### src/hdl/b2da_pkg.sv
`default_nettype none
package b2da_pkg;

  // Width of the digit count field on the result channel.
  localparam int unsigned DCNT_W = 5;

  // Width of the character field on the result channel.
  localparam int unsigned CHAR_W = 6;

  // ASCII code of the character '0'.
  localparam logic [CHAR_W-1:0] ASCII_ZERO = 6'd48;

  // A BCD digit at or above this value is corrected before each shift.
  localparam logic [3:0] BCD_ADJ_LIMIT = 4'd5;
  localparam logic [3:0] BCD_ADJ_ADD   = 4'd3;

  typedef logic [3:0] bcd_digit_t;

endpackage
`default_nettype wire

### src/hdl/binary_to_decimal_ascii_core.sv
`default_nettype none
// Channel  | Direction | Handshake                 | Payload
// ---------+-----------+---------------------------+-------------------------------------
// input    | in        | in_valid_i / in_ready_o   | value_i
// result   | out       | out_valid_o / out_ready_i | char_code_o, digit_count_o, last_o
//
// One value is converted at a time. The bit-serial shift-add-3 pass runs
// over all VALUE_WIDTH bits, the leading-zero strip then drops suppressed
// digits one at a time, and then one digit leaves per cycle while
// out_ready_i is high. A new value is accepted only after the last digit
// of the previous one has left.
// in_ready_o is high only while no conversion is in flight. A stalled result
// holds its payload. Reset returns the block to idle; data registers are not
// reset.
module binary_to_decimal_ascii_core #(
  parameter int unsigned VALUE_WIDTH = 64,
  parameter int unsigned MAX_DIGITS  = 20
) (
  input  wire logic        clk_i,
  input  wire logic        rst_ni,
  input  wire logic        in_valid_i,
  output logic             in_ready_o,
  input  wire logic [63:0] value_i,
  output logic             out_valid_o,
  input  wire logic        out_ready_i,
  output logic [5:0]       char_code_o,
  output logic [4:0]       digit_count_o,
  output logic             last_o
);
  import b2da_pkg::*;

  localparam int unsigned BCD_W = MAX_DIGITS * 4;
  localparam int unsigned BIT_CNT_W = $clog2(VALUE_WIDTH + 1);

  // Sequencer states.
  localparam logic [1:0] ST_IDLE = 2'd0;
  localparam logic [1:0] ST_CONV = 2'd1;
  localparam logic [1:0] ST_SKIP = 2'd2;
  localparam logic [1:0] ST_EMIT = 2'd3;

  logic [1:0]             state_q, state_d;
  logic [VALUE_WIDTH-1:0] bin_q, bin_d;
  logic [BCD_W-1:0]       bcd_q, bcd_d;
  logic [BCD_W-1:0]       bcd_adj;
  logic [BIT_CNT_W-1:0]   bit_cnt_q, bit_cnt_d;
  logic [DCNT_W-1:0]      ndig_q, ndig_d;
  logic [DCNT_W-1:0]      remain_q, remain_d;
  logic                   ovf_q, ovf_d;
  bcd_digit_t             top_digit;

  // The most significant BCD digit is what both the strip and the emit look at.
  assign top_digit = bcd_q[BCD_W-1 -: 4];

  // Add-3 correction, applied to every digit independently before each shift.
  always_comb begin
    for (int i = 0; i < MAX_DIGITS; i++) begin
      if (bcd_q[4*i +: 4] >= BCD_ADJ_LIMIT) begin
        bcd_adj[4*i +: 4] = bcd_q[4*i +: 4] + BCD_ADJ_ADD;
      end else begin
        bcd_adj[4*i +: 4] = bcd_q[4*i +: 4];
      end
    end
  end

  always_comb begin
    state_d   = state_q;
    bin_d     = bin_q;
    bcd_d     = bcd_q;
    bit_cnt_d = bit_cnt_q;
    ndig_d    = ndig_q;
    remain_d  = remain_q;
    ovf_d     = ovf_q;

    case (state_q)
      ST_IDLE: begin
        if (in_valid_i) begin
          bin_d     = value_i[VALUE_WIDTH-1:0];
          bcd_d     = '0;
          bit_cnt_d = BIT_CNT_W'(VALUE_WIDTH);
          ovf_d     = 1'b0;
          state_d   = ST_CONV;
        end
      end
      ST_CONV: begin
        // Shift the next binary bit into the corrected BCD register. Anything
        // pushed out of the top digit means the value has more digits than
        // the register holds; only the low digits are kept then.
        bcd_d     = {bcd_adj[BCD_W-2:0], bin_q[VALUE_WIDTH-1]};
        ovf_d     = ovf_q | bcd_adj[BCD_W-1];
        bin_d     = {bin_q[VALUE_WIDTH-2:0], 1'b0};
        bit_cnt_d = bit_cnt_q - 1'b1;
        if (bit_cnt_q == BIT_CNT_W'(1)) begin
          ndig_d  = DCNT_W'(MAX_DIGITS);
          state_d = ST_SKIP;
        end
      end
      ST_SKIP: begin
        // Drop leading zero digits one per cycle, keeping at least one digit.
        // A truncated result keeps all of its digits, zeros included.
        if (!ovf_q && (ndig_q != DCNT_W'(1)) && (top_digit == 4'd0)) begin
          bcd_d  = {bcd_q[BCD_W-5:0], 4'd0};
          ndig_d = ndig_q - 1'b1;
        end else begin
          remain_d = ndig_q;
          state_d  = ST_EMIT;
        end
      end
      ST_EMIT: begin
        if (out_ready_i) begin
          bcd_d    = {bcd_q[BCD_W-5:0], 4'd0};
          remain_d = remain_q - 1'b1;
          if (remain_q == DCNT_W'(1)) begin
            state_d = ST_IDLE;
          end
        end
      end
      default: begin
        state_d = ST_IDLE;
      end
    endcase
  end

  always_ff @(posedge clk_i or negedge rst_ni) begin
    if (!rst_ni) begin
      state_q <= ST_IDLE;
    end else begin
      state_q <= state_d;
    end
  end

  // Data path registers need no reset: each is loaded before it is used, when a
  // transaction is accepted, when the shift-add-3 pass ends or when the strip ends.
  always_ff @(posedge clk_i) begin
    bin_q     <= bin_d;
    bcd_q     <= bcd_d;
    bit_cnt_q <= bit_cnt_d;
    ndig_q    <= ndig_d;
    remain_q  <= remain_d;
    ovf_q     <= ovf_d;
  end

  assign in_ready_o    = (state_q == ST_IDLE);
  assign out_valid_o   = (state_q == ST_EMIT);
  assign char_code_o   = ASCII_ZERO + {2'b00, top_digit};
  assign digit_count_o = ndig_q;
  assign last_o        = (remain_q == DCNT_W'(1));

endmodule
`default_nettype wire

### config.mk
export PLATFORM = sky130hd
export DESIGN_NAME = binary_to_decimal_ascii_core
export DESIGN_NICKNAME = d
export VERILOG_FILES = /design/src/hdl/b2da_pkg.sv /design/src/hdl/binary_to_decimal_ascii_core.sv
export SDC_FILE = /design/constraint.sdc
export NUM_CORES = 1
export LEC_CHECK = 0
export ABC_CLOCK_PERIOD_IN_PS = 8200
export BUFFER_PORTS_ARGS = -buffer_cell sky130_fd_sc_hd__buf_4
export CAP_MARGIN = 20
export CORE_MARGIN = 2
export CORE_UTILIZATION = 46
export DETAILED_ROUTE_END_ITERATION = 7
export PLACE_DENSITY_LB_ADDON = 0.08
export SYNTH_ARGS = -nofsm -noshare
export SYNTH_HDL_FRONTEND = slang
export SYNTH_SLANG_ARGS = --single-unit
### constraint.sdc
create_clock -name clk_i -period 8.2 [get_ports clk_i]
set_input_delay 1.64 -clock clk_i [delete_from_list [all_inputs] [get_ports clk_i]]
set_output_delay 1.64 -clock clk_i [all_outputs]
set_load 0.005 [all_outputs]
======== Word level (Yosys, flattened, before mapping) ========
Cells that the tools add are included.
storage, ports and cells
  register bits ........................... 164
  bits of input ports ..................... 68
  output and inout port bits .............. 14
  logic and storage cells ................. 119
cells by class
  $add $sub $neg .......................... 24
  $lt $le $gt $ge ......................... 20
  eq/ne operators ......................... 12
  multiplexer cells ....................... 42
  bitwise logic cells ..................... 1
  reductions and logical operators ........ 13
operators with widths
  kind                                                   number
  case mux 80 bit (4 select lines)                       1
  2-to-1 mux 80 bit                                      3
  case mux 64 bit (2 select lines)                       1
  adder 4 x 2 -> 4 bit, second input constant            20
  >= comparator 4 x 3 -> 1 bit, second input constant    20
  2-to-1 mux 4 bit                                       20
  2-to-1 mux 64 bit                                      1
  2-to-1 mux 5 bit                                       4
  case mux 5 bit (2 select lines)                        2
  case mux 7 bit (2 select lines)                        1
  2-to-1 mux 2 bit                                       5
  subtractor 5 x 1 -> 5 bit, second input constant       2
  AND reduction 3 bit                                    3
  inequality test 2 bit, second input constant           4
  case mux 2 bit (4 select lines)                        1
  == test 7 x 1 -> 1 bit, second input constant          1
  2-to-1 mux 7 bit                                       1
  subtractor 7 x 1 -> 7 bit, second input constant       1
  adder 5 x 5 -> 6 bit, first input constant             1
  nonzero test 2 bit                                     3
  == test 5 x 1 -> 1 bit, second input constant          1
  inequality test 5 x 1 -> 1 bit, second input constant  1
  AND reduction 5 bit                                    1
  == test 2 bit, second input constant                   2
  other kinds (10)                                       12

======== Depth between registers and ports, before layout ========
Gate-level depths: netlist of run 1.
  depth in word-level cells ............... 5
  depth in mapped cells ................... 9
  depth with buffers taken out ............ 6

======== Worst setup path before layout of run 1 ========
Ideal clock, no wire load.
  path kind ............................... in2reg
  start point ............................. in in_valid_i
  end point ............................... reg bin_q[0], enable pin
  library setup time ...................... 0.602 ns
  arrival time ............................ 6.733 ns
  required time ........................... 7.598 ns
  slack ................................... 0.866 ns
  stages on the path ...................... 2
  buffers on the path ..................... 0
  cell sequence ........................... inv_1 -> o21ai_0
on the way
  longest elaborated chain between the ends .. 2
ends and longest elaborated chain
  element                          RTL line                             source
  start, declared                  binary_to_decimal_ascii_core.sv:21   input wire logic in_valid_i,
  inequality test 2 bit (no line)  -
  AND reduction 2 bit (no line)    -
  end signal, assigned             binary_to_decimal_ascii_core.sv:134  bin_q <= bin_d;
  end, declared                    binary_to_decimal_ascii_core.sv:42   logic [VALUE_WIDTH-1:0] bin_q, bin_d;
No other way between the ends.
A chain may end at the register's enable or synchronous reset.

======== Worst setup path in the final report of run 1 ========
  start point ............................. reg remain_q[1]
  end point ............................... out last_o
on the way
  longest elaborated chain between the ends .. 1
ends and longest elaborated chain
  element                 RTL line                             source
  start, declared         binary_to_decimal_ascii_core.sv:47   logic [DCNT_W-1:0] remain_q, remain_d;
  start signal, assigned  binary_to_decimal_ascii_core.sv:138  remain_q <= remain_d;
  == test 5 x 1 -> 1 bit  binary_to_decimal_ascii_core.sv:146  assign last_o = (remain_q == DCNT_W'(1));
  end, declared           binary_to_decimal_ascii_core.sv:28   output logic last_o
No other way between the ends.

==> flow_metrics.env, run 1 <==
export IMPL_outcome="finished, final reports clean"
export IMPL_synth_commonest_cells="edfxtp_1, o21ai_0, nand2_1"
export IMPL_rrSetupSlack_ps=5210
export IMPL_netlist_area_um2=9026
export IMPL_max_stage_delay_ps=410
export IMPL_r2r_end="bin_q[30]$_DFFE_PP_"
export IMPL_slew_violations=0
export IMPL_die_w_um=144.1
export IMPL_postCtsSetupBuffers=0
export IMPL_dp_hpwl_mm=10.35
export IMPL_period_minus_slack_ps=3219
export IMPL_io_pins=82
export IMPL_cp_end_kind="primary output"
export IMPL_synthTopCellsByArea="edfxtp_1, mux2_2, ha_1"
export IMPL_route_detailed_drc=0
export IMPL_vdd_ir_drop_worst_v=0.0001638
export IMPL_dp_cells=1073
export IMPL_ys_seq_elements=164
export IMPL_routed_via_count=5782
export IMPL_crit_slowest_cell="edfxtp_1"
export IMPL_grt_pass1_vias=5818
export IMPL_synth_top_area_share_pct=53.90
export IMPL_wire_per_inst_um=14.58
export IMPL_synth_edf_count=162
export IMPL_synth_warnings=0
export IMPL_worst_r2r_startpoint="state_q[1]$_DFFE_PN0P_"
export IMPL_gp_congestion=0.7474
export IMPL_cts_resized=0
export IMPL_clockBufferDepth=2
export IMPL_worstSetupPathType="reg2out"
export IMPL_clock_root_buffer="clkbuf_16"
export IMPL_io_buffers=79
export IMPL_cp_start_kind="flip-flop"
export IMPL_min_from="bin_q[30]$_DFFE_PP_"
export IMPL_drtIter0Drc=281
export IMPL_design_die_area_um2=20760
export IMPL_area_growth_pct=16.02
export IMPL_synthFlopType="edfxtp_1"
export IMPL_finalSetupTns_ps=0
export IMPL_initial_core_util_pct=46.68
export IMPL_clock_sinks=164
export IMPL_viasPerCell=5.228
export IMPL_fin_cells=1106
export IMPL_antenna_found_initial=0
export IMPL_fmax_mhz=310.6
export IMPL_cts_htree_levels=4
export IMPL_power_density_nw_per_um2=304.5
export IMPL_period_share_pct=39.26
export IMPL_rsz0062_at_grt="no"
export IMPL_fin_skew_ps=13.44
export IMPL_whs_path_depth=1
export IMPL_ff2ff_path_depth=7
export IMPL_cap_viol_max_count=0
export IMPL_die_y_um=144.1
export IMPL_grt_ovfl_total=0
export IMPL_drtPass1Iterations=4
export IMPL_cp_data_arrival_time_ps=1580
export IMPL_tightestPinTransition_ps=918.9
export IMPL_totalWireLength_mm=16.13
export IMPL_hold_class="reg2reg"
export IMPL_yosys_cell_count_top_type="edfxtp_1"
export IMPL_grtUsageTotal_pct=16.10
export IMPL_p_leak_nw=4.310
export IMPL_cp_required_ps=6560
export IMPL_core_area_um2=19330
export IMPL_async_reset_ff_share_pct=1.220
export IMPL_worstPathMaxFanout=2
export IMPL_max_slew_margin_pct=38.74
export IMPL_drive_gt1_share_pct=23.66
export IMPL_final_hold_viol_count=0
export IMPL_synth_avg_cell_area_um2=11.94
export IMPL_synth_yosys_seq_area_share_pct=54.45
export IMPL_post_route_util_pct=54.16
export IMPL_synth_cell_types=45
export IMPL_worstPathCellList="inv_1 -> ha_1 -> nor4b_1 -> buf_4"
export IMPL_grt_pass1_wl_mm=26.62
export IMPL_setup_viol=0
export IMPL_postRouteAntennaNets=0
export IMPL_p_total_mw=3.189
export IMPL_rows=51
export IMPL_clk_latency_ps=430
export IMPL_whs_endpoint="bin_q[31]$_DFFE_PP_"
export IMPL_synth_top_area_cell="edfxtp_1"
export IMPL_placed_area_um2=9859
export IMPL_cts_clk_slew_worst_paths_ps=70
export IMPL_final_nets=947
export IMPL_cts_tree="yes"
export IMPL_final_cell_area_um2=10470
export IMPL_ctsHoldBuffers=0
export IMPL_cts_buffers=17
export IMPL_grt_max_degree=81
export IMPL_syn_inst=756
export IMPL_antennaDiodeCount=0
[worst max-delay path: cells and delay by family, from the launching register on]
kind	cells	cell delay, ps
adders and majority gates	1	130
buffers and inverters	2	280
DFF	1	410
and+or+nand+nor	1	330
[cell usage in the layout (no fill, tap or decap), types with 2 or more instances in the layout]
| cell type | netlist | final |
|---|---|---|
| a211oi_1 | 2 | 2 |
| a21boi_0 | 2 | 2 |
| a21o_1 | 5 | 5 |
| a21oi_1 | 50 | 50 |
| a22o_1 | 10 | 10 |
| a22oi_1 | 3 | 3 |
| a311oi_1 | 2 | 2 |
| a31oi_1 | 2 | 2 |
| and2_1 | 5 | 4 |
| and3_1 | 3 | 3 |
| buf_4 | 7 | 83 |
| clkbuf_16 | 0 | 17 |
| clkinvlp_4 | 0 | 2 |
| conb_1 | 1 | 2 |
| dfrtp_1 | 2 | 2 |
| edfxtp_1 | 162 | 162 |
| ha_1 | 51 | 50 |
| inv_1 | 52 | 52 |
| inv_6 | 0 | 4 |
| inv_8 | 0 | 6 |
| mux2_2 | 72 | 72 |
| mux2i_1 | 11 | 11 |
| nand2_1 | 73 | 72 |
| nand2b_1 | 21 | 21 |
| nand3b_1 | 6 | 6 |
| nor2_1 | 13 | 12 |
| nor2b_1 | 9 | 8 |
| nor3_1 | 3 | 3 |
| nor3b_1 | 23 | 23 |
| nor4b_1 | 2 | 2 |
| o21ai_0 | 76 | 75 |
| o22ai_1 | 2 | 2 |
| o31ai_1 | 11 | 11 |
| or2b_2 | 2 | 2 |
| or3_1 | 2 | 2 |
| xnor2_1 | 24 | 24 |
| xor2_1 | 13 | 13 |
[worst max-delay path by stage]
stage          slack, ps  cells past startpoint                endpoint             startpoint
2_1_floorplan        870                      2  bin_q[0]$_SDFFCE_PP0P_             in_valid_i
3_3_place_gp        4740                      4     bcd_q[30]$_DFFE_PP_            out_ready_i
3_5_place_dp        4740                      4     bcd_q[28]$_DFFE_PP_            out_ready_i
4_1_cts             4970                      4                  last_o  remain_q[1]$_DFFE_PP_
5_1_grt             4840                      4                  last_o  remain_q[1]$_DFFE_PP_
6_report            4980                      4                  last_o  remain_q[1]$_DFFE_PP_
[state kept, by name (all words and copies together) (netlist names)]
name,cells
state_q,2
digit_count_o,5
ovf_q,1
bcd_q,80
bin_q,64
remain_q,5
bit_cnt_q,7
[where the power goes]
| part | leakage (nW) | switching (mW) | total (mW) | internal (mW) |
|---|---|---|---|---|
| clock network | 0.284 | 0.365 | 0.798 | 0.434 |
| registers | 1.85 | 0.212 | 1.43 | 1.22 |
| logic | 2.18 | 0.459 | 0.958 | 0.499 |
[through the flow]
| step | hold slack, ps | setup WS (ps) |
|---|---|---|
| 5_1_grt | 565.9 | 4839 |
| 3_3_place_gp | 525.4 | 4745 |
| 2_1_floorplan | 496.7 | 865.9 |
| 4_1_cts | 547.3 | 4970 |
| 3_5_place_dp | 532.2 | 4737 |
| 6_report | 546.5 | 4981 |
[final cells by class]
class	instances	area, um2
multi-input cells	509	3795
repair buffers	84	650.6
clock buffers	17	425.4
well taps	265	331.6
flip-flops and latches	164	4915
clock inverters	15	160.2
inverters	52	195.2
fillers	1694	8862
[kinds of logic (layout without fill, tap and decap cells)]
group / count (synthesis) / in the layout / share of synthesized area [%]
simple gates: 168 / 168 / 10.09
xor+xnor: 37 / 37 / 3.590
flops: 164 / 164 / 54.45
fa+ha+maj: 51 / 51 / 7.070
other cells: 1 / 2 / 0.04155
buf+inv: 84 / 168 / 3.868
mux: 84 / 84 / 10.37
compound gates: 167 / 167 / 10.52
[routing by layer]
layer | routed length (um) | track usage, % | up-vias
li1 | - | - | 2886
met1 | 7149 | 19.52 | 2781
met2 | 8023 | 27.82 | 101
met3 | 783 | 4.735 | 14
met4 | 168 | 4.747 | 0
met5 | 0 | 0 | -
Note: power is estimated with default switching activity, not from simulation.
==> inputs of run 2 (changes only) <==
- ABC_CLOCK_PERIOD_IN_PS: 8200 -> 3200
- clock period: 8.2 -> 3.2 ns (I/O delays scaled with it)
==> flow_metrics.env, run 2 (synthesis results as in run 1) <==
export IMPL_outcome="finished, final reports clean"
export IMPL_cts_resized=0
export IMPL_routed_via_count=5814
export IMPL_drive_gt1_share_pct=24.00
export IMPL_fill_cells=1715
export IMPL_cap_viol_max_count=0
export IMPL_totalWireLength_mm=16.34
export IMPL_regMostFlops="bcd_q"
export IMPL_drtIter0Drc=363
export IMPL_cts_tree="yes"
export IMPL_max_stage_delay_ps=490
export IMPL_fmax_mhz=434.2
export IMPL_top_regs="bcd_q (80), bin_q (64), bit_cnt_q (7)"
export IMPL_rsz0062_at_grt="no"
export IMPL_crit_slowest_cell="buf_4"
export IMPL_antennaDiodeCount=0
export IMPL_die_y_um=144.1
export IMPL_clk_latency_ps=430
export IMPL_final_nets=953
export IMPL_hold_class="in2reg"
export IMPL_dp_cells=1079
export IMPL_power_density_nw_per_um2=774.2
export IMPL_vdd_ir_drop_worst_v=0.0004143
export IMPL_cts_htree_levels=4
export IMPL_grtUsageTotal_pct=16.70
export IMPL_critical_path_top_delay_family="simple AND/OR/NAND/NOR gates"
export IMPL_die_w_um=144.1
export IMPL_crit_buf_inv=2
export IMPL_tightestPinTransition_ps=611.0
export IMPL_cp_start_kind="flip-flop"
export IMPL_worstSetupPathType="reg2reg"
export IMPL_p_total_mw=8.143
export IMPL_viasPerCell=5.233
export IMPL_final_cell_mix="edfxtp_1, buf_4, o21ai_0, nand2_1, mux2_2"
export IMPL_worstPathCellList="inv_1 -> ha_1 -> nor4b_1 -> nand2_1 -> nand2_1 -> and2_4 -> buf_4"
export IMPL_cp_required_ps=3250
export IMPL_grt_pass1_wl_mm=27.66
export IMPL_drtPass1Iterations=4
export IMPL_cts_clk_slew_worst_paths_ps=70
export IMPL_p_leak_nw=4.335
export IMPL_initial_core_util_pct=46.68
export IMPL_final_hold_viol_count=0
export IMPL_largest_register_ffs=80
export IMPL_design_die_area_um2=20760
export IMPL_clockBufferDepth=2
export IMPL_worstPathMaxFanout=47
export IMPL_wire_per_inst_um=14.71
export IMPL_multi_input_area_um2=3792
export IMPL_clock_sinks=164
export IMPL_grt_pass1_vias=5854
export IMPL_area_growth_pct=16.52
export IMPL_register_area_um2=4915
export IMPL_gp_congestion=0.7798
export IMPL_grt_max_degree=73
export IMPL_fin_skew_ps=13.75
export IMPL_rows=51
export IMPL_io_pins=82
export IMPL_grt_ovfl_total=0
export IMPL_clock_root_buffer="clkbuf_16"
export IMPL_postRouteAntennaNets=0
export IMPL_antenna_found_initial=0
export IMPL_period_minus_slack_ps=2303
export IMPL_dp_hpwl_mm=11.07
export IMPL_cts_buffers=17
export IMPL_setup_viol=0
export IMPL_cp_end_kind="flip-flop"
export IMPL_fin_cells=1111
export IMPL_period_share_pct=71.98
export IMPL_finalSetupTns_ps=0
export IMPL_io_buffers=79
export IMPL_max_slew_margin_pct=59.27
export IMPL_crit_top_cell="nand2_1"
export IMPL_core_area_um2=19330
export IMPL_cp_data_arrival_time_ps=2360
export IMPL_mostFrequentLayoutCell="edfxtp_1"
export IMPL_route_detailed_drc=0
export IMPL_slew_violations=0
-- run 2: power breakdown --
group          internal (mW)  total (mW)  switching (mW)  leakage (nW)
sequential              3.13        3.66           0.537          1.85
combinational           1.28        2.48            1.20          2.20
clock                   1.04        2.00           0.955         0.285
total                   5.45        8.14            2.69          4.33
-- run 2: timing repair --
| item | CTS | global route |
|---|---|---|
| buffers inserted | 0 | 0 |
| hold endpoints to repair | 2 | 0 |
| hold buffers | 1 | 0 |
-- run 2: area by class of cell --
type,count,share of cell area (%)
clock buffer,17,4.045
clock inverter,14,1.475
inverter,52,1.856
multi-input combinational,509,36.06
sequential,164,46.73
tap,265,3.153
timing repair buffer,90,6.686
-- run 2: path summary, 6_finish.rpt --
kind / start / end / slack [ps] / depth (start not counted)
max: bcd_q[76]$_DFFE_PP_ / bcd_q[68]$_DFFE_PP_ / 900 / 7
min: value_i[37] / bin_q[37]$_DFFE_PP_ / 500 / 2
max reg2reg: bcd_q[76]$_DFFE_PP_ / bcd_q[68]$_DFFE_PP_ / 900 / 7
min reg2reg: bin_q[63]$_DFFE_PP_ / bcd_q[0]$_DFFE_PP_ / 530 / 1
max in group asynchronous: rst_ni / state_q[1]$_DFFE_PN0P_ / 2580 / 2
min in group asynchronous: rst_ni / state_q[0]$_DFFE_PN0P_ / 530 / 2
-- run 2: per-stage QoR --
step / setup slack, ps / utilization [%] / cell area [um2] / hold WS (ps)
final: 896.7 / 54.40 / 10520 / 504.6
after global routing: 727.5 / 54.40 / 10520 / 484.8
after CTS: 866.2 / 54.40 / 10520 / 482.9
after detailed placement: 878.4 / 51.34 / 9927 / 429.5
after global placement: 935.3 / 51.34 / 9927 / 427.0
after floorplan: 47.34 / - / 9035 / 344.4
-- run 2: metal layers --
metal / wire length [um] / GRT usage (%) / vias to the layer above
met5: 0 / 0 / -
met4: 108 / 4.902 / 0
met3: 845 / 5.464 / 6
met2: 8018 / 26.77 / 96
met1: 7367 / 21.72 / 2820
li1: - / - / 2892
-- run 2: worst register-to-register path, delay by kind of cell (launching register included) --
family | cells | cell delay (ps)
fa+ha+maj | 1 | 150
simple gates | 4 | 660
flops | 1 | 440
buf+inv | 2 | 640
